===== config.mk =====
export PLATFORM = sky130hd
export DESIGN_NAME = ecgfc_seq_flat
export DESIGN_NICKNAME = d
export VERILOG_FILES = /design/src/hw/rtl/ecgfc_pkg.sv /design/src/hw/rtl/ecgfc_in_if.sv /design/src/hw/rtl/ecgfc_out_if.sv /design/src/hw/rtl/ecgfc_seq.sv /design/src/flat_wrapper.sv
export SDC_FILE = /design/constraint.sdc
export NUM_CORES = 1
export LEC_CHECK = 0
export BUFFER_PORTS_ARGS = -buffer_cell sky130_fd_sc_hd__buf_2
export CORE_MARGIN = 2
export CORE_UTILIZATION = 40
export DETAILED_ROUTE_END_ITERATION = 8
export GPL_ROUTABILITY_DRIVEN = 1
export GPL_TIMING_DRIVEN = 0
export MAX_ROUTING_LAYER = met4
export PLACE_DENSITY = 0.7
export SYNTH_ARGS = -nofsm -noshare
export SYNTH_HDL_FRONTEND = slang
export SYNTH_SLANG_ARGS = --single-unit

===== constraint.sdc =====
create_clock -name i_clk -period 12.3 [get_ports i_clk]
set_input_delay 1.845 -clock i_clk [delete_from_list [all_inputs] [get_ports i_clk]]
set_output_delay 1.845 -clock i_clk [all_outputs]
set_load 0.01 [all_outputs]

===== src/hw/rtl/ecgfc_pkg.sv =====
// Shared constants, types and coefficient tables of the ECG filter chain.
`default_nettype none
package ecgfc_pkg;

    localparam int LOWPASS_TAPS  = 41;
    localparam int HIGHPASS_TAPS = 101;
    localparam int AVERAGE_TAPS  = 20;
    localparam int NOTCH_TAPS    = 5;
    localparam int SAMPLE_BITS   = 12;

    localparam int VAL_W  = 24;
    localparam int COEF_W = 18;
    localparam int ACC_W  = 48;
    localparam int FRAC_W = 8;
    localparam int PROD_W = VAL_W + COEF_W;

    localparam int MAX_TAPS = (HIGHPASS_TAPS > LOWPASS_TAPS) ?
        ((HIGHPASS_TAPS > AVERAGE_TAPS) ? HIGHPASS_TAPS : AVERAGE_TAPS) :
        ((LOWPASS_TAPS > AVERAGE_TAPS) ? LOWPASS_TAPS : AVERAGE_TAPS);
    localparam int K_W   = $clog2(MAX_TAPS + 1);
    localparam int SUM_W = PROD_W + K_W + 1;

    localparam int MEM_DEPTH = LOWPASS_TAPS + HIGHPASS_TAPS + AVERAGE_TAPS;
    localparam int MEM_AW    = $clog2(MEM_DEPTH);
    localparam int LP_BASE   = 0;
    localparam int HP_BASE   = LOWPASS_TAPS;
    localparam int AV_BASE   = LOWPASS_TAPS + HIGHPASS_TAPS;

    localparam int AVG_COEF  = (65536 + AVERAGE_TAPS / 2) / AVERAGE_TAPS;
    localparam int MILLI     = 1000;
    localparam int HP_MID    = (HIGHPASS_TAPS - 1) / 2;
    localparam int LP_MID    = (LOWPASS_TAPS - 1) / 2;

    typedef enum logic [2:0] {
        ST_CLEAR, ST_IDLE, ST_WRITE, ST_ISSUE, ST_DRAIN, ST_FINISH, ST_OUT
    } t_state;

    typedef enum logic [2:0] {
        PH_LP, PH_NT, PH_HP, PH_AV, PH_MS
    } t_phase;

    typedef struct packed {
        logic valid;
        logic clear;
    } t_mac_ctl;

    function automatic logic signed [COEF_W-1:0] lp_coef(input logic [K_W-1:0] k);
        logic [K_W-1:0] m;
        logic signed [COEF_W-1:0] c;
        m = (k > K_W'(LP_MID)) ? K_W'(LOWPASS_TAPS - 1) - k : k;
        unique case (m)
            K_W'(1):  c = -18'sd55;
            K_W'(2):  c = 18'sd113;
            K_W'(3):  c = -18'sd152;
            K_W'(4):  c = 18'sd129;
            K_W'(6):  c = -18'sd236;
            K_W'(7):  c = 18'sd506;
            K_W'(8):  c = -18'sd658;
            K_W'(9):  c = 18'sd522;
            K_W'(11): c = -18'sd834;
            K_W'(12): c = 18'sd1692;
            K_W'(13): c = -18'sd2123;
            K_W'(14): c = 18'sd1657;
            K_W'(16): c = -18'sd2797;
            K_W'(17): c = 18'sd6284;
            K_W'(18): c = -18'sd9700;
            K_W'(19): c = 18'sd12197;
            K_W'(20): c = 18'sd52450;
            default:  c = '0;
        endcase
        return c;
    endfunction

    function automatic logic signed [COEF_W-1:0] hp_coef(input logic [K_W-1:0] k);
        logic [K_W-1:0] m;
        logic signed [COEF_W-1:0] c;
        m = (k > K_W'(HP_MID)) ? K_W'(HIGHPASS_TAPS - 1) - k : k;
        unique case (m)
            K_W'(0), K_W'(1):   c = -18'sd10;
            K_W'(2), K_W'(3):   c = -18'sd11;
            K_W'(4):  c = -18'sd12;
            K_W'(5):  c = -18'sd13;
            K_W'(6):  c = -18'sd15;
            K_W'(7):  c = -18'sd16;
            K_W'(8):  c = -18'sd18;
            K_W'(9):  c = -18'sd20;
            K_W'(10): c = -18'sd22;
            K_W'(11): c = -18'sd24;
            K_W'(12): c = -18'sd27;
            K_W'(13): c = -18'sd29;
            K_W'(14): c = -18'sd32;
            K_W'(15): c = -18'sd35;
            K_W'(16): c = -18'sd38;
            K_W'(17): c = -18'sd41;
            K_W'(18): c = -18'sd45;
            K_W'(19): c = -18'sd48;
            K_W'(20): c = -18'sd52;
            K_W'(21): c = -18'sd55;
            K_W'(22): c = -18'sd59;
            K_W'(23): c = -18'sd63;
            K_W'(24): c = -18'sd67;
            K_W'(25): c = -18'sd70;
            K_W'(26): c = -18'sd74;
            K_W'(27): c = -18'sd78;
            K_W'(28): c = -18'sd82;
            K_W'(29): c = -18'sd86;
            K_W'(30): c = -18'sd89;
            K_W'(31): c = -18'sd93;
            K_W'(32): c = -18'sd96;
            K_W'(33): c = -18'sd100;
            K_W'(34): c = -18'sd103;
            K_W'(35): c = -18'sd106;
            K_W'(36): c = -18'sd109;
            K_W'(37): c = -18'sd112;
            K_W'(38): c = -18'sd115;
            K_W'(39): c = -18'sd117;
            K_W'(40): c = -18'sd119;
            K_W'(41): c = -18'sd122;
            K_W'(42): c = -18'sd124;
            K_W'(43): c = -18'sd125;
            K_W'(44): c = -18'sd127;
            K_W'(45): c = -18'sd128;
            K_W'(46): c = -18'sd129;
            K_W'(47): c = -18'sd130;
            K_W'(48), K_W'(49): c = -18'sd131;
            K_W'(50): c = 18'sd65415;
            default:  c = '0;
        endcase
        return c;
    endfunction

    function automatic logic signed [COEF_W-1:0] notch_coef(input logic [K_W-1:0] k);
        logic signed [COEF_W-1:0] c;
        unique case (k)
            K_W'(0): c = 18'sd65025;
            K_W'(1): c = -18'sd105213;
            K_W'(2): c = 18'sd65025;
            K_W'(3): c = 18'sd105304;
            K_W'(4): c = -18'sd64627;
            default: c = '0;
        endcase
        return c;
    endfunction

    // clamp to 48 bits, round half up, drop 16 bits, clamp to 24 bits
    function automatic logic signed [VAL_W-1:0] stage_round(
        input logic signed [SUM_W-1:0] acc
    );
        logic signed [ACC_W:0]    s;
        logic signed [ACC_W-16:0] q;
        logic signed [VAL_W-1:0]  r;
        if ((&acc[SUM_W-1:ACC_W-1]) || !(|acc[SUM_W-1:ACC_W-1]))
            s = (ACC_W+1)'(acc);
        else if (acc[SUM_W-1])
            s = {2'b11, {(ACC_W-1){1'b0}}};
        else
            s = {2'b00, {(ACC_W-1){1'b1}}};
        s = s + (ACC_W+1)'(32768);
        q = s[ACC_W:16];
        if ((&q[ACC_W-16:VAL_W-1]) || !(|q[ACC_W-16:VAL_W-1]))
            r = q[VAL_W-1:0];
        else
            r = q[ACC_W-16] ? {1'b1, {(VAL_W-1){1'b0}}} : {1'b0, {(VAL_W-1){1'b1}}};
        return r;
    endfunction

    // divide by 256 toward zero, clamp to 24 bits
    function automatic logic signed [VAL_W-1:0] milli_round(
        input logic signed [SUM_W-1:0] acc
    );
        logic signed [SUM_W-1:0] t;
        logic signed [VAL_W-1:0] r;
        t = acc >>> FRAC_W;
        if (acc[SUM_W-1] && (|acc[FRAC_W-1:0]))
            t = t + SUM_W'(1);
        if ((&t[SUM_W-1:VAL_W-1]) || !(|t[SUM_W-1:VAL_W-1]))
            r = t[VAL_W-1:0];
        else
            r = t[SUM_W-1] ? {1'b1, {(VAL_W-1){1'b0}}} : {1'b0, {(VAL_W-1){1'b1}}};
        return r;
    endfunction

endpackage
`default_nettype wire


===== src/hw/rtl/ecgfc_in_if.sv =====
// Sample input channel.
`default_nettype none
interface ecgfc_in_if ();
    import ecgfc_pkg::*;
    logic                   valid;
    logic                   ready;
    logic [SAMPLE_BITS-1:0] raw_sample;
    modport source (output valid, output raw_sample, input ready);
    modport sink   (input valid, input raw_sample, output ready);
endinterface
`default_nettype wire


===== src/hw/rtl/ecgfc_out_if.sv =====
// Result output channel.
`default_nettype none
interface ecgfc_out_if ();
    import ecgfc_pkg::*;
    logic                    valid;
    logic                    ready;
    logic signed [VAL_W-1:0] filtered_milli;
    logic [SAMPLE_BITS-1:0]  raw_echo;
    modport source (output valid, output filtered_milli, output raw_echo, input ready);
    modport sink   (input valid, input filtered_milli, input raw_echo, output ready);
endinterface
`default_nettype wire


===== src/hw/rtl/ecgfc_seq.sv =====
// Sequencer: steps the shared MAC through each filter stage and owns the channels.
`default_nettype none
module ecgfc_seq (
    input  wire                                i_clk,
    input  wire                                i_rst_n,
    ecgfc_in_if.sink                           i_in,
    ecgfc_out_if.source                        o_out,
    output logic                               o_we,
    output logic [ecgfc_pkg::MEM_AW-1:0]       o_waddr,
    output logic signed [ecgfc_pkg::VAL_W-1:0] o_wdata,
    output logic [ecgfc_pkg::MEM_AW-1:0]       o_raddr,
    input  wire signed [ecgfc_pkg::VAL_W-1:0]  i_rdata,
    output ecgfc_pkg::t_mac_ctl                o_mac_ctl,
    output logic signed [ecgfc_pkg::VAL_W-1:0] o_mac_a,
    output logic signed [ecgfc_pkg::COEF_W-1:0] o_mac_b,
    input  wire signed [ecgfc_pkg::SUM_W-1:0]  i_acc
);
    import ecgfc_pkg::*;

    t_state r_state, n_state;
    t_phase r_phase, n_phase;

    logic [MEM_AW-1:0]       r_clr, n_clr;
    logic [MEM_AW-1:0]       r_lp_ptr, n_lp_ptr;
    logic [MEM_AW-1:0]       r_hp_ptr, n_hp_ptr;
    logic [MEM_AW-1:0]       r_av_ptr, n_av_ptr;
    logic [MEM_AW-1:0]       r_addr, n_addr;
    logic [K_W-1:0]          r_k, n_k;
    logic [1:0]              r_drain, n_drain;
    logic signed [VAL_W-1:0] r_stage, n_stage;
    logic signed [VAL_W-1:0] r_nh [4];
    logic signed [VAL_W-1:0] n_nh [4];
    logic [SAMPLE_BITS-1:0]  r_raw, n_raw;
    logic                    r_out_valid, n_out_valid;
    logic signed [VAL_W-1:0] r_milli, n_milli;
    logic [SAMPLE_BITS-1:0]  r_echo, n_echo;

    logic                     r_v1;
    logic                     r_opsel;
    logic signed [VAL_W-1:0]  r_regop;
    logic signed [COEF_W-1:0] r_coef;

    logic                     issue;
    logic                     opsel;
    logic signed [VAL_W-1:0]  regop;
    logic signed [COEF_W-1:0] coef;
    logic [K_W-1:0]           last_k;
    logic [MEM_AW-1:0]        base;
    logic [MEM_AW-1:0]        len;
    logic [MEM_AW-1:0]        ptr;
    logic signed [VAL_W-1:0]  fin;

    // per-phase geometry and operand selection
    always_comb begin
        opsel  = 1'b0;
        regop  = r_stage;
        coef   = '0;
        last_k = '0;
        base   = MEM_AW'(LP_BASE);
        len    = MEM_AW'(LOWPASS_TAPS);
        ptr    = r_lp_ptr;
        unique case (r_phase)
            PH_LP: begin
                coef   = lp_coef(r_k);
                last_k = K_W'(LOWPASS_TAPS - 1);
            end
            PH_NT: begin
                opsel  = 1'b1;
                coef   = notch_coef(r_k);
                last_k = K_W'(NOTCH_TAPS - 1);
                if (r_k != '0) begin
                    regop = r_nh[2'(r_k - K_W'(1))];
                end
            end
            PH_HP: begin
                coef   = hp_coef(r_k);
                last_k = K_W'(HIGHPASS_TAPS - 1);
                base   = MEM_AW'(HP_BASE);
                len    = MEM_AW'(HIGHPASS_TAPS);
                ptr    = r_hp_ptr;
            end
            PH_AV: begin
                coef   = COEF_W'(AVG_COEF);
                last_k = K_W'(AVERAGE_TAPS - 1);
                base   = MEM_AW'(AV_BASE);
                len    = MEM_AW'(AVERAGE_TAPS);
                ptr    = r_av_ptr;
            end
            PH_MS: begin
                opsel = 1'b1;
                coef  = COEF_W'(MILLI);
            end
            default: begin
                coef = '0;
            end
        endcase
    end

    assign fin   = stage_round(i_acc);
    assign issue = (r_state == ST_ISSUE);

    always_comb begin
        n_state     = r_state;
        n_phase     = r_phase;
        n_clr       = r_clr;
        n_lp_ptr    = r_lp_ptr;
        n_hp_ptr    = r_hp_ptr;
        n_av_ptr    = r_av_ptr;
        n_addr      = r_addr;
        n_k         = r_k;
        n_drain     = r_drain;
        n_stage     = r_stage;
        n_nh        = r_nh;
        n_raw       = r_raw;
        n_out_valid = r_out_valid;
        n_milli     = r_milli;
        n_echo      = r_echo;
        o_we        = 1'b0;
        o_waddr     = base + ptr;
        o_wdata     = r_stage;
        i_in.ready  = 1'b0;

        if (r_out_valid && o_out.ready) begin
            n_out_valid = 1'b0;
        end

        unique case (r_state)
            ST_CLEAR: begin
                o_we    = 1'b1;
                o_waddr = r_clr;
                o_wdata = '0;
                n_clr   = r_clr + MEM_AW'(1);
                if (r_clr == MEM_AW'(MEM_DEPTH - 1)) begin
                    n_state = ST_IDLE;
                end
            end
            ST_IDLE: begin
                i_in.ready = 1'b1;
                if (i_in.valid) begin
                    n_raw   = i_in.raw_sample;
                    n_stage = VAL_W'({i_in.raw_sample, {FRAC_W{1'b0}}});
                    n_phase = PH_LP;
                    n_state = ST_WRITE;
                end
            end
            ST_WRITE: begin
                o_we    = 1'b1;
                n_addr  = ptr;
                n_k     = '0;
                n_state = ST_ISSUE;
            end
            ST_ISSUE: begin
                n_addr = (r_addr == '0) ? len - MEM_AW'(1) : r_addr - MEM_AW'(1);
                n_k    = r_k + K_W'(1);
                if (r_k == last_k) begin
                    n_drain = '0;
                    n_state = ST_DRAIN;
                end
            end
            ST_DRAIN: begin
                n_drain = r_drain + 2'd1;
                if (r_drain == 2'd2) begin
                    n_state = ST_FINISH;
                end
            end
            ST_FINISH: begin
                n_k = '0;
                unique case (r_phase)
                    PH_LP: begin
                        n_stage  = fin;
                        n_lp_ptr = (r_lp_ptr == MEM_AW'(LOWPASS_TAPS - 1)) ?
                                   '0 : r_lp_ptr + MEM_AW'(1);
                        n_phase  = PH_NT;
                        n_state  = ST_ISSUE;
                    end
                    PH_NT: begin
                        n_nh[1] = r_nh[0];
                        n_nh[0] = r_stage;
                        n_nh[3] = r_nh[2];
                        n_nh[2] = fin;
                        n_stage = fin;
                        n_phase = PH_HP;
                        n_state = ST_WRITE;
                    end
                    PH_HP: begin
                        n_stage  = fin;
                        n_hp_ptr = (r_hp_ptr == MEM_AW'(HIGHPASS_TAPS - 1)) ?
                                   '0 : r_hp_ptr + MEM_AW'(1);
                        n_phase  = PH_AV;
                        n_state  = ST_WRITE;
                    end
                    PH_AV: begin
                        n_stage  = fin;
                        n_av_ptr = (r_av_ptr == MEM_AW'(AVERAGE_TAPS - 1)) ?
                                   '0 : r_av_ptr + MEM_AW'(1);
                        n_phase  = PH_MS;
                        n_state  = ST_ISSUE;
                    end
                    PH_MS: begin
                        n_stage = milli_round(i_acc);
                        n_state = ST_OUT;
                    end
                    default: begin
                        n_state = ST_IDLE;
                    end
                endcase
            end
            ST_OUT: begin
                if (!r_out_valid || o_out.ready) begin
                    n_out_valid = 1'b1;
                    n_milli     = r_stage;
                    n_echo      = r_raw;
                    n_state     = ST_IDLE;
                end
            end
            default: begin
                n_state = ST_IDLE;
            end
        endcase
    end

    always_ff @(posedge i_clk) begin
        if (!i_rst_n) begin
            r_state     <= ST_CLEAR;
            r_phase     <= PH_LP;
            r_clr       <= '0;
            r_lp_ptr    <= '0;
            r_hp_ptr    <= '0;
            r_av_ptr    <= '0;
            r_k         <= '0;
            r_drain     <= '0;
            r_nh        <= '{default: '0};
            r_out_valid <= 1'b0;
            r_v1        <= 1'b0;
        end else begin
            r_state     <= n_state;
            r_phase     <= n_phase;
            r_clr       <= n_clr;
            r_lp_ptr    <= n_lp_ptr;
            r_hp_ptr    <= n_hp_ptr;
            r_av_ptr    <= n_av_ptr;
            r_k         <= n_k;
            r_drain     <= n_drain;
            r_nh        <= n_nh;
            r_out_valid <= n_out_valid;
            r_v1        <= issue;
        end
    end

    always_ff @(posedge i_clk) begin
        r_addr  <= n_addr;
        r_stage <= n_stage;
        r_raw   <= n_raw;
        r_milli <= n_milli;
        r_echo  <= n_echo;
        r_opsel <= opsel;
        r_regop <= regop;
        r_coef  <= coef;
    end

    assign o_raddr         = base + r_addr;
    assign o_mac_ctl.valid = r_v1;
    assign o_mac_ctl.clear = (r_state == ST_FINISH) || (r_state == ST_IDLE);
    assign o_mac_a         = r_opsel ? r_regop : i_rdata;
    assign o_mac_b         = r_coef;

    assign o_out.valid          = r_out_valid;
    assign o_out.filtered_milli = r_milli;
    assign o_out.raw_echo       = r_echo;
endmodule
`default_nettype wire


===== src/flat_wrapper.sv =====
// flat-port wrapper written by rule: the top's interface ports become plain ports
module ecgfc_seq_flat import ecgfc_pkg::*;
  (i_clk, i_rst_n, o_we, o_waddr, o_wdata, o_raddr, i_rdata, o_mac_ctl, o_mac_a, o_mac_b, i_acc, i_in_valid, i_in_raw_sample, i_in_ready, o_out_valid, o_out_filtered_milli, o_out_raw_echo, o_out_ready);
  ecgfc_in_if i_in_i ();
  ecgfc_out_if o_out_i ();
  input  wire i_clk;
  input  wire i_rst_n;
  output logic o_we;
  output logic [ecgfc_pkg::MEM_AW-1:0] o_waddr;
  output logic signed [ecgfc_pkg::VAL_W-1:0] o_wdata;
  output logic [ecgfc_pkg::MEM_AW-1:0] o_raddr;
  input  wire signed [ecgfc_pkg::VAL_W-1:0] i_rdata;
  output ecgfc_pkg::t_mac_ctl o_mac_ctl;
  output logic signed [ecgfc_pkg::VAL_W-1:0] o_mac_a;
  output logic signed [ecgfc_pkg::COEF_W-1:0] o_mac_b;
  input  wire signed [ecgfc_pkg::SUM_W-1:0] i_acc;
  input wire logic [$bits(i_in_i.valid)-1:0] i_in_valid;
  input wire logic [$bits(i_in_i.raw_sample)-1:0] i_in_raw_sample;
  output wire logic [$bits(i_in_i.ready)-1:0] i_in_ready;
  output wire logic [$bits(o_out_i.valid)-1:0] o_out_valid;
  output wire logic [$bits(o_out_i.filtered_milli)-1:0] o_out_filtered_milli;
  output wire logic [$bits(o_out_i.raw_echo)-1:0] o_out_raw_echo;
  input wire logic [$bits(o_out_i.ready)-1:0] o_out_ready;
  assign i_in_i.valid = i_in_valid;
  assign i_in_i.raw_sample = i_in_raw_sample;
  assign i_in_ready = i_in_i.ready;
  assign o_out_valid = o_out_i.valid;
  assign o_out_filtered_milli = o_out_i.filtered_milli;
  assign o_out_raw_echo = o_out_i.raw_echo;
  assign o_out_i.ready = o_out_ready;
  ecgfc_seq u_core (.i_clk(i_clk), .i_rst_n(i_rst_n), .i_in(i_in_i), .o_out(o_out_i), .o_we(o_we), .o_waddr(o_waddr), .o_wdata(o_wdata), .o_raddr(o_raddr), .i_rdata(i_rdata), .o_mac_ctl(o_mac_ctl), .o_mac_a(o_mac_a), .o_mac_b(o_mac_b), .i_acc(i_acc));
endmodule

# After elaboration in Yosys (flattened, before gate mapping)

Memories as Yosys holds them, arrays and structs flattened.
Index checks and enable logic that the tools add are counted.

Memory bits (writable): 0
Memories: 2
ROM bits: 1728
Register bits: 268
Bits in latches: 0

Multipliers: 0
Mux-type cells: 54
$lt $le $gt $ge: 3
Add/subtract/negate cells: 15
Shift-type cells: 0
Bitwise gates (word level): 1
Reduce and logical (&&, ||, !) cells: 45
Div/mod/pow operators: 0
Eq/ne operators: 27

Memories:

| memory           | words | width | rd ports | clocked after memory_dff | write ports | RTL line        | source |
|---|---|---|---|---|---|---|---|
| (name not given) | 64    | 18    | 1        | 0                        | 0           | ecgfc_pkg.sv:78 | `unique case (m)` |
| (name not given) | 32    | 18    | 1        | 0                        | 0           | ecgfc_pkg.sv:51 | `unique case (m)` |

Operator list:

| kind                   | number |
|---|---|
| $mux 24                | 11 |
| $mux 50                | 3 |
| $mux 49                | 2 |
| $pmux 24 s2            | 2 |
| $pmux 18 s5            | 1 |
| $pmux 18 s4            | 1 |
| $add 49x17->49 const B | 1 |
| $bmux 24 s2            | 1 |
| $pmux 8 s2             | 3 |
| $add 42x2->43 const B  | 1 |
| $mux 8                 | 5 |
| $mux 18                | 2 |
| $add 8x1->8 const B    | 4 |
| $pmux 7 s2             | 2 |
| $pmux 7 s4             | 1 |
| $reduce_and 27->1      | 1 |
| $reduce_or 27->1       | 1 |
| $pmux 3 s7             | 1 |
| $mux 3                 | 6 |
| $add 8x8->8            | 2 |
| $eq 7x2->1 const B     | 2 |
| $mux 7                 | 2 |
| $reduce_and 2->1       | 7 |
| $eq 3x2->1 const B     | 4 |
| 48 further kinds       | 79 |

# Longest topological paths before layout

Gate-level depths: netlist of the first run.

Depth in word-level cells: 11
Depth in mapped cells: 17
Mapped depth without buffers: 12

# Least setup slack after synthesis of the first run

No wires, ideal clock.

Path kind: in2reg
Start: input port i_acc[49] (netlist name)
End: register u_core.r_stage[0] (data pin)
Slack: 6.910 ns
Required time: 12.039 ns
Arrival: 5.130 ns
Stages on the path: 16
Path buffers: 5
Setup time: 0.261 ns
Path through: buf_2 -> o21ba_2 -> clkbuf_1 -> clkbuf_1 -> clkbuf_1 -> nor2_1 -> nor2_1 -> ha_1 -> clkbuf_1 -> nand3_1 -> nor4_1 -> a31oi_1 -> a21oi_1 -> mux2i_2 -> nor2_2 -> a221o_1

Longest elaborated chain between the ends: 11
Elaborated cells on any way between the ends: 26
Classes of those cells: add/sub: 2; mux: 11; reduce/logical: 13

Ends and longest elaborated chain:

| what                 | RTL line           | source |
|---|---|---|
| start, declared      | flat_wrapper.sv:16 | `input wire signed [ecgfc_pkg::SUM_W-1:0] i_acc;` |
| $reduce_or 3->1      | ecgfc_pkg.sv:152   | `if ((&acc[SUM_W-1:ACC_W-1]) \|\| !(\|acc[SUM_W-1:ACC_W-1]))` |
| $logic_not 1->1      | ecgfc_pkg.sv:152   |  |
| $logic_or 1x1->1     | ecgfc_pkg.sv:152   |  |
| $mux 49              | ecgfc_pkg.sv:152   |  |
| $add 49x17->49       | ecgfc_pkg.sv:158   | `s = s + (ACC_W+1)'(32768);` |
| $reduce_or 10->1     | ecgfc_pkg.sv:160   | `if ((&q[ACC_W-16:VAL_W-1]) \|\| !(\|q[ACC_W-16:VAL_W-1]))` |
| $logic_not 1->1      | ecgfc_pkg.sv:160   |  |
| $logic_or 1x1->1     | ecgfc_pkg.sv:160   |  |
| $mux 24              | ecgfc_pkg.sv:160   |  |
| $pmux 24 s2 (*)      | ecgfc_seq.sv:168   | `unique case (r_phase)` |
| $pmux 24 s2 (*)      | ecgfc_seq.sv:127   | `unique case (r_state)` |
| end signal, assigned | ecgfc_seq.sv:252   | `r_stage <= n_stage;` |
| end, declared        | ecgfc_seq.sv:30    | `logic signed [VAL_W-1:0] r_stage, n_stage;` |

Mark *: on every way between the ends. The rest lies on a longest branch, timed or not. The select of a mux whose other input is x is not followed.
A chain may end at the register's enable or synchronous reset.

# Worst setup path after layout of the first run

Start: input port i_acc[49] (netlist name)
End: register u_core.r_stage[20] (data pin)

Same word-level chain as after synthesis.

==> flow_metrics.tcl, run 1 <==
set metrics [dict create \
    mappedNetlistArea_um2 16500 \
    final_net_count 2262 \
    numClockSinks 268 \
    critPathBufInv 5 \
    rsz0062_at_grt "false" \
    start_kind "input pin" \
    viasPerCell 5.86 \
    drt_wl_total_mm 56.9 \
    switching_share_pct 30.5 \
    wl_met1_mm 23.2 \
    synth.distinct_cells 96 \
    tightestPinTransition_ns 1.09 \
    place_congestion 0.985 \
    crit_path_max_incr_delay_ns 0.60 \
    maxCapViolCount 0 \
    synthTopCellsByCount "309 x nand2_1, 188 x dfxtp_1, 163 x nor2_1, 116 x clkbuf_1, 91 x o21ai_0" \
    n_fill_cell 3950 \
    post_cts_resized 0 \
    core_area_um2 40800 \
    p_clk_share_pct 35.2 \
    synth_nets 2036 \
    drive_gt1_share_pct 18.1 \
    antenna_left 0 \
    ys_ff_latch 268 \
    switchingPower_mw 0.700 \
    ys.flop_type "dfxtp_1" \
    max_freq_mhz 163 \
    routedWlPerCell_um 21.1 \
    pwr-share-seq_pct 44.4 \
    whs_ns 0.417 \
    syn_area_per_cell_um2 8.64 \
    top_layer "met4" \
    vias 15800 \
    crit_arrival_ns 6.42 \
    dpl.hpwl_mm 44.3 \
    max_slew_margin_pct 26.7 \
    synth.most_common_cell "nand2_1" \
    cts_tree "built" \
    path_delay_family "buffers and inverters" \
    die-area_um2 43000 \
    first_pass_iters 5 \
    overflow 0 \
    postCtsSetupRepairBufs 0 \
    critical_path_required_ns 12.58 \
    grt_pass1_vias 15400 \
    p_leak_nw 7.02 \
    critPathCaptureType "register" \
    worstPathCellList "buf_2 -> o21ba_2 -> clkbuf_1 -> clkbuf_1 -> clkbuf_1 -> nor2_1 -> nor2_1 -> ha_1 -> clkbuf_1 -> nand3_1 -> nor4_1 -> a31oi_1 -> a21oi_1 -> mux2i_2 -> nor2_2 -> a221o_1" \
    chipWidth_um 207 \
    slew_viol_final 0 \
    r2r_start "u_core.r_k[0]" \
    cts_hold_buf 0 \
    final.setup.tns_ns 0 \
    cts_root_buf "clkbuf_16" \
    grt_pass1_wl_mm 87.1 \
    synth_edf_count 80 \
    crit_top_cell "clkbuf_1" \
    slowest_stage "mux2i_2" \
    clk_pin_slew_worst_paths_ns 0.06 \
    setup_viol 0 \
    cp_max_fo 10 \
    p_per_area_nw_per_um2 120 \
    synthCells 1914 \
    track_usage_pct 26.1 \
    synthArstFlopShare_pct 0 \
    clkLatencyLatePin_ns 0.57 \
    h-tree-depth 1 \
    antenna_found_initial 1 \
    start_util_pct 40.5 \
    hold_class "register to register" \
    period_needed_ns 6.13 \
    netlist_top_cells_area "dfxtp_1 23%, edfxtp_1 15%, nand2_1 7.0%, mux2_2 3.7%, nor2_1 3.7%" \
    numCtsBuffers 27 \
    yosysWarnings 0 \
    hold_violations 0 \
    synthToLayoutAreaGrowth_pct 15.4 \
    status "completed" \
    io-pin-count 213 \
    vdd_ir_drop_max_mv 0.110 \
    drc 0 \
    min_from "u_core.r_raw[2]" \
    core.rowCount 74 \
    pwr-share-comb_pct 20.4 \
    grt_max_degree 26 \
    crit_type "input pin to register" \
    yosys.area.top_type_share_pct 22.8 \
    final.period_utilization_pct 49.9 \
    cp-startpoint "i_acc[49]" \
    clk_path_buf_depth 3 \
    yosysTopAreaCell "dfxtp_1" \
    intPower_mw 1.59 \
    ys_seq_area_share_pct 37.3 \
    io_buffers 195 \
    drt_iter0_markers 1542 \
    skew_ns 0.0353 \
    chipHeight_um 207 \
    wl_met3_mm 3.65 \
    wl_met2_mm 27.5 \
]
-- per-stage QoR --
| stage | cells | total power [mW] | instance area, µm² | utilization [%] | setup WS [ns] |
|---|---|---|---|---|---|
| after global routing | 2694 | 2.37 | 19100 | 46.8 | 5.89 |
| after floorplan | 1914 | 1.30 | 16500 | - | 6.91 |
| final | 2694 | 2.29 | 19100 | 46.8 | 6.17 |
| after detailed placement | 2643 | 1.50 | 18200 | 44.6 | 5.64 |
| after global placement | 2641 | 1.49 | 18200 | 44.5 | 5.71 |
| after CTS | 2693 | 2.30 | 19100 | 46.7 | 6.22 |
-- flip-flops by register name, summed over array words and instances, names as in the netlist --
| signal | count |
|---|---|
| u_core.o_out.raw_echo | 12 |
| u_core.r_k | 7 |
| u_core.r_v1 | 1 |
| u_core.o_mac_b | 18 |
| u_core.r_lp_ptr | 8 |
| u_core.r_regop | 24 |
| u_core.r_av_ptr | 8 |
| u_core.r_stage | 24 |
| u_core.r_hp_ptr | 8 |
| u_core.r_addr | 8 |
| u_core.r_nh | 96 |
| u_core.r_state | 3 |
| u_core.r_opsel | 1 |
| u_core.r_phase | 3 |
| u_core.r_clr | 8 |
| u_core.r_drain | 2 |
| u_core.o_out.filtered_milli | 24 |
| u_core.o_out.valid | 1 |
| u_core.r_raw | 12 |
-- power groups by stage --
stage                     Clock [mW]  Combinational [mW]  Sequential (mW)
after floorplan                    0               0.281             1.02
final                          0.806               0.468             1.02
after global placement             0               0.455             1.04
after CTS                      0.814               0.465             1.02
after detailed placement           0               0.463             1.04
after global routing           0.846               0.505             1.02
-- layout by cell type (no fill, tap or decap), types with 24 or more instances in the layout --
cell type,Yosys,final
nand2_1,309,309
buf_2,21,216
dfxtp_1,188,188
nor2_1,163,163
clkbuf_1,116,125
o21ai_0,91,90
a21oi_1,81,81
a21boi_0,81,81
edfxtp_1,80,80
mux2_2,55,55
xnor2_1,53,53
nand3_1,51,51
xor2_1,48,48
nor3_1,45,45
nand4_1,41,41
nor2b_1,36,35
inv_1,31,31
ha_1,30,30
mux4_2,27,27
clkbuf_16,0,27
and2_1,24,24
-- routing by layer --
layer / track usage, % / vias to the layer above
met5: - / -
met4: 11.3 / 0
met3: 3.19 / 136
met2: 44.1 / 675
met1: 31.4 / 7614
li1: - / 7364
-- worst paths after layout --
kind                                    to  slack [ns]  cells after the start
setup / recovery        u_core.r_stage[20]        6.17                     16
hold / removal    u_core.o_out.raw_echo[2]        0.42                      0
hold reg to reg   u_core.o_out.raw_echo[2]        0.42                      0
setup reg to reg         u_core.o_mac_b[3]        7.69                     13
-- cells by family after synthesis --
group	after synthesis	share of synthesized area [%]
DFF	268	37.3
AOI/OAI and AO/OA	439	18.6
adders and majority gates	32	2.51
and+or+nand+nor	788	23.0
xor gates and xnor gates	101	5.35
buffers and inverters	182	4.43
muxes	104	8.81
-- cell type report --
type,instances,area [µm²],share of cell area [%]
clock inverter,8,70.1,0.367
sequential,268,6170,32.3
buffer,151,616,3.22
clock buffer,42,792,4.15
multi-input combinational,1464,9650,50.6
antenna,1,2.50,0.0131
inverter,31,116,0.610
timing repair buffer,197,1010,5.30
tap,532,666,3.49
No activity file was read; power rests on OpenSTA's default activity.
==> run 2: changes to the inputs <==
PLACE_DENSITY = 0.72   (was 0.7)
clock period = 5 ns   (was 12.3 ns; I/O delays follow)
==> run 2 against run 1 <==
- clock power increased by 140%
- sequential share of layout area about the same
- register-to-register slack got worse by 7.1 ns
- core utilization about the same
- combinational power increased by 150%
- critical path depth increased by 1
- highest routed layer unchanged
- clock skew decreased by 0.0046 ns
- non-clock buffer count unchanged
==> flow_metrics.tcl, run 2 (same netlist as run 1, synthesis figures left out) <==
set metrics [dict create \
    skew_ns 0.0307 \
    seq_area_um2 6170 \
    hold_violations 0 \
    critPathCaptureType "register" \
    clk_pin_slew_worst_paths_ns 0.07 \
    core.rowCount 74 \
    die-area_um2 43000 \
    worstRegToRegCells 12 \
    setup_viol 0 \
    final_util_pct 46.8 \
    vias 15800 \
    io_buffers 195 \
    grt_pass1_wl_mm 86.9 \
    largest_register_ffs 96 \
    cp-startpoint "i_acc[49]" \
    crit_arrival_ns 5.04 \
    intPower_mw 3.90 \
    maxCapViolCount 0 \
    h-tree-depth 1 \
    drc 0 \
    top_register "u_core.r_nh" \
    max_freq_mhz 210 \
    max_slew_margin_pct 29.9 \
    rsz0062_at_grt "false" \
    holdPathEnd "u_core.r_raw[11]" \
    viasPerCell 5.86 \
    chipHeight_um 207 \
    clkLatencyLatePin_ns 0.56 \
    vdd_ir_drop_max_mv 0.261 \
    p_clk_share_pct 35.0 \
    r2r_end "u_core.o_mac_b[17]" \
    track_usage_pct 26.0 \
    cts_tree "built" \
    tightestPinTransition_ns 1.05 \
    pwr-share-seq_pct 44.4 \
    first_pass_iters 7 \
    grt_max_degree 27 \
    synthToLayoutAreaGrowth_pct 15.6 \
    final_net_count 2262 \
    p_leak_nw 7.04 \
    place_congestion 1.02 \
    final.period_utilization_pct 95.1 \
    multi_input_comb_area_um2 9660 \
    period_needed_ns 4.76 \
    chipWidth_um 207 \
    drt_iter0_markers 1327 \
    p_per_area_nw_per_um2 294 \
    min_from "i_in_raw_sample[11]" \
    routedWlPerCell_um 21.0 \
    dpl.hpwl_mm 44.0 \
    overflow 0 \
    crit_type "input pin to register" \
    slew_viol_final 0 \
    io-pin-count 213 \
    n_fill_cell 3961 \
    core_area_um2 40800 \
    drt_wl_total_mm 56.6 \
    whs_path_depth 1 \
    antenna_left 0 \
    diodes 0 \
    drive_gt1_share_pct 18.6 \
    grt_pass1_vias 15300 \
    cts_root_buf "clkbuf_16" \
    critical_path_required_ns 5.28 \
    final_cell_mix "309 x nand2_1, 216 x buf_2, 188 x dfxtp_1" \
    antenna_found_initial 0 \
    r2r_setup_slack_ns 0.56 \
    switchingPower_mw 1.73 \
    status "completed" \
    cp_max_fo 10 \
    layout_commonest_cell "nand2_1" \
    start_kind "input pin" \
    whs_ns 0.400 \
    clk_path_buf_depth 3 \
    hold_class "input pin to register" \
    start_util_pct 40.5 \
    r2r_start "u_core.r_k[0]" \
    pwr-share-comb_pct 20.5 \
    switching_share_pct 30.7 \
    numCtsBuffers 27 \
    numClockSinks 268 \
]
==> run 2: cell count changes in the layout (fill, tap and decap cells not counted), moves of 2 or more <==
cell,previous run,this run
inv_4,1,3
inv_6,1,4
clkinv_4,3,1
clkbuf_2,0,3
clkbuf_1,125,118
clkinv_2,1,6
==> run 2: final cells by class <==
class                   instances  share of cell area, %
inverters                      31                  0.629
well taps                     532                   3.48
repair buffers                197                   5.36
clock buffers                  36                   3.97
multi-input cells            1464                   50.6
plain buffers                 151                   3.24
flip-flops and latches        268                   32.3
clock inverters                14                  0.484
==> run 2: worst max-delay path: stages <==
cell and delay (ns):
buf_2 0.16, o21ba_2 0.24, clkbuf_1 0.35, clkbuf_2 0.32, clkbuf_1 0.44, nor2_1 0.08
nor2_1 0.11, ha_1 0.17, clkbuf_1 0.43, nand4_1 0.15, a2bb2oi_1 0.30, nand3_1 0.18
nor4_4 0.39, mux2_4 0.29, nor3_1 0.07, buf_2 0.25, a221o_1 0.33
==> run 2: how the worst max path moves through the flow <==
stage,to,slack (ns),cells after the start
floorplan,u_core.r_stage[0],0.70,16
global placement,u_core.r_stage[20],-0.40,16
detailed placement,u_core.r_stage[20],-0.42,16
CTS,u_core.r_stage[20],0.16,16
global route,o_waddr[7],0.02,13
finish,u_core.r_stage[20],0.24,17
==> run 2: metrics by stage <==
step	setup WS [ns]	cells	power [mW]	area [µm²]	setup TNS, ns
4_1_cts	0.157	2693	5.63	19100	0
3_5_place_dp	-0.416	2643	3.69	18200	-10.81
3_3_place_gp	-0.403	2641	3.66	18200	-9.61
5_1_grt	0.0240	2693	5.83	19100	0
6_report	0.245	2693	5.62	19100	0
2_1_floorplan	0.705	1914	3.20	16500	0
==> run 2: power by group through the flow <==
stage	logic (mW)	clock network, mW	registers [mW]
6_report	1.15	1.97	2.50
5_1_grt	1.25	2.08	2.51
4_1_cts	1.15	1.99	2.50
3_5_place_dp	1.14	0	2.55
3_3_place_gp	1.12	0	2.55
2_1_floorplan	0.692	0	2.51
==> run 2: routing by layer <==
metal  part of all wire, %  global-route usage (%)  vias to the layer above
met5                     0                       -                        -
met4                   4.4                    11.6                        0
met3                   5.8                    2.69                      134
met2                    48                    43.7                      692
met1                    42                    31.6                     7589
li1                      -                       -                     7369
==> run 2: timing repair <==
action,4_1_cts,5_1_grt
endpoints found under the setup margin,0,33
gates resized for setup,0,8
setup buffers,0,0
endpoints found under the hold margin,0,0
hold buffers,0,0
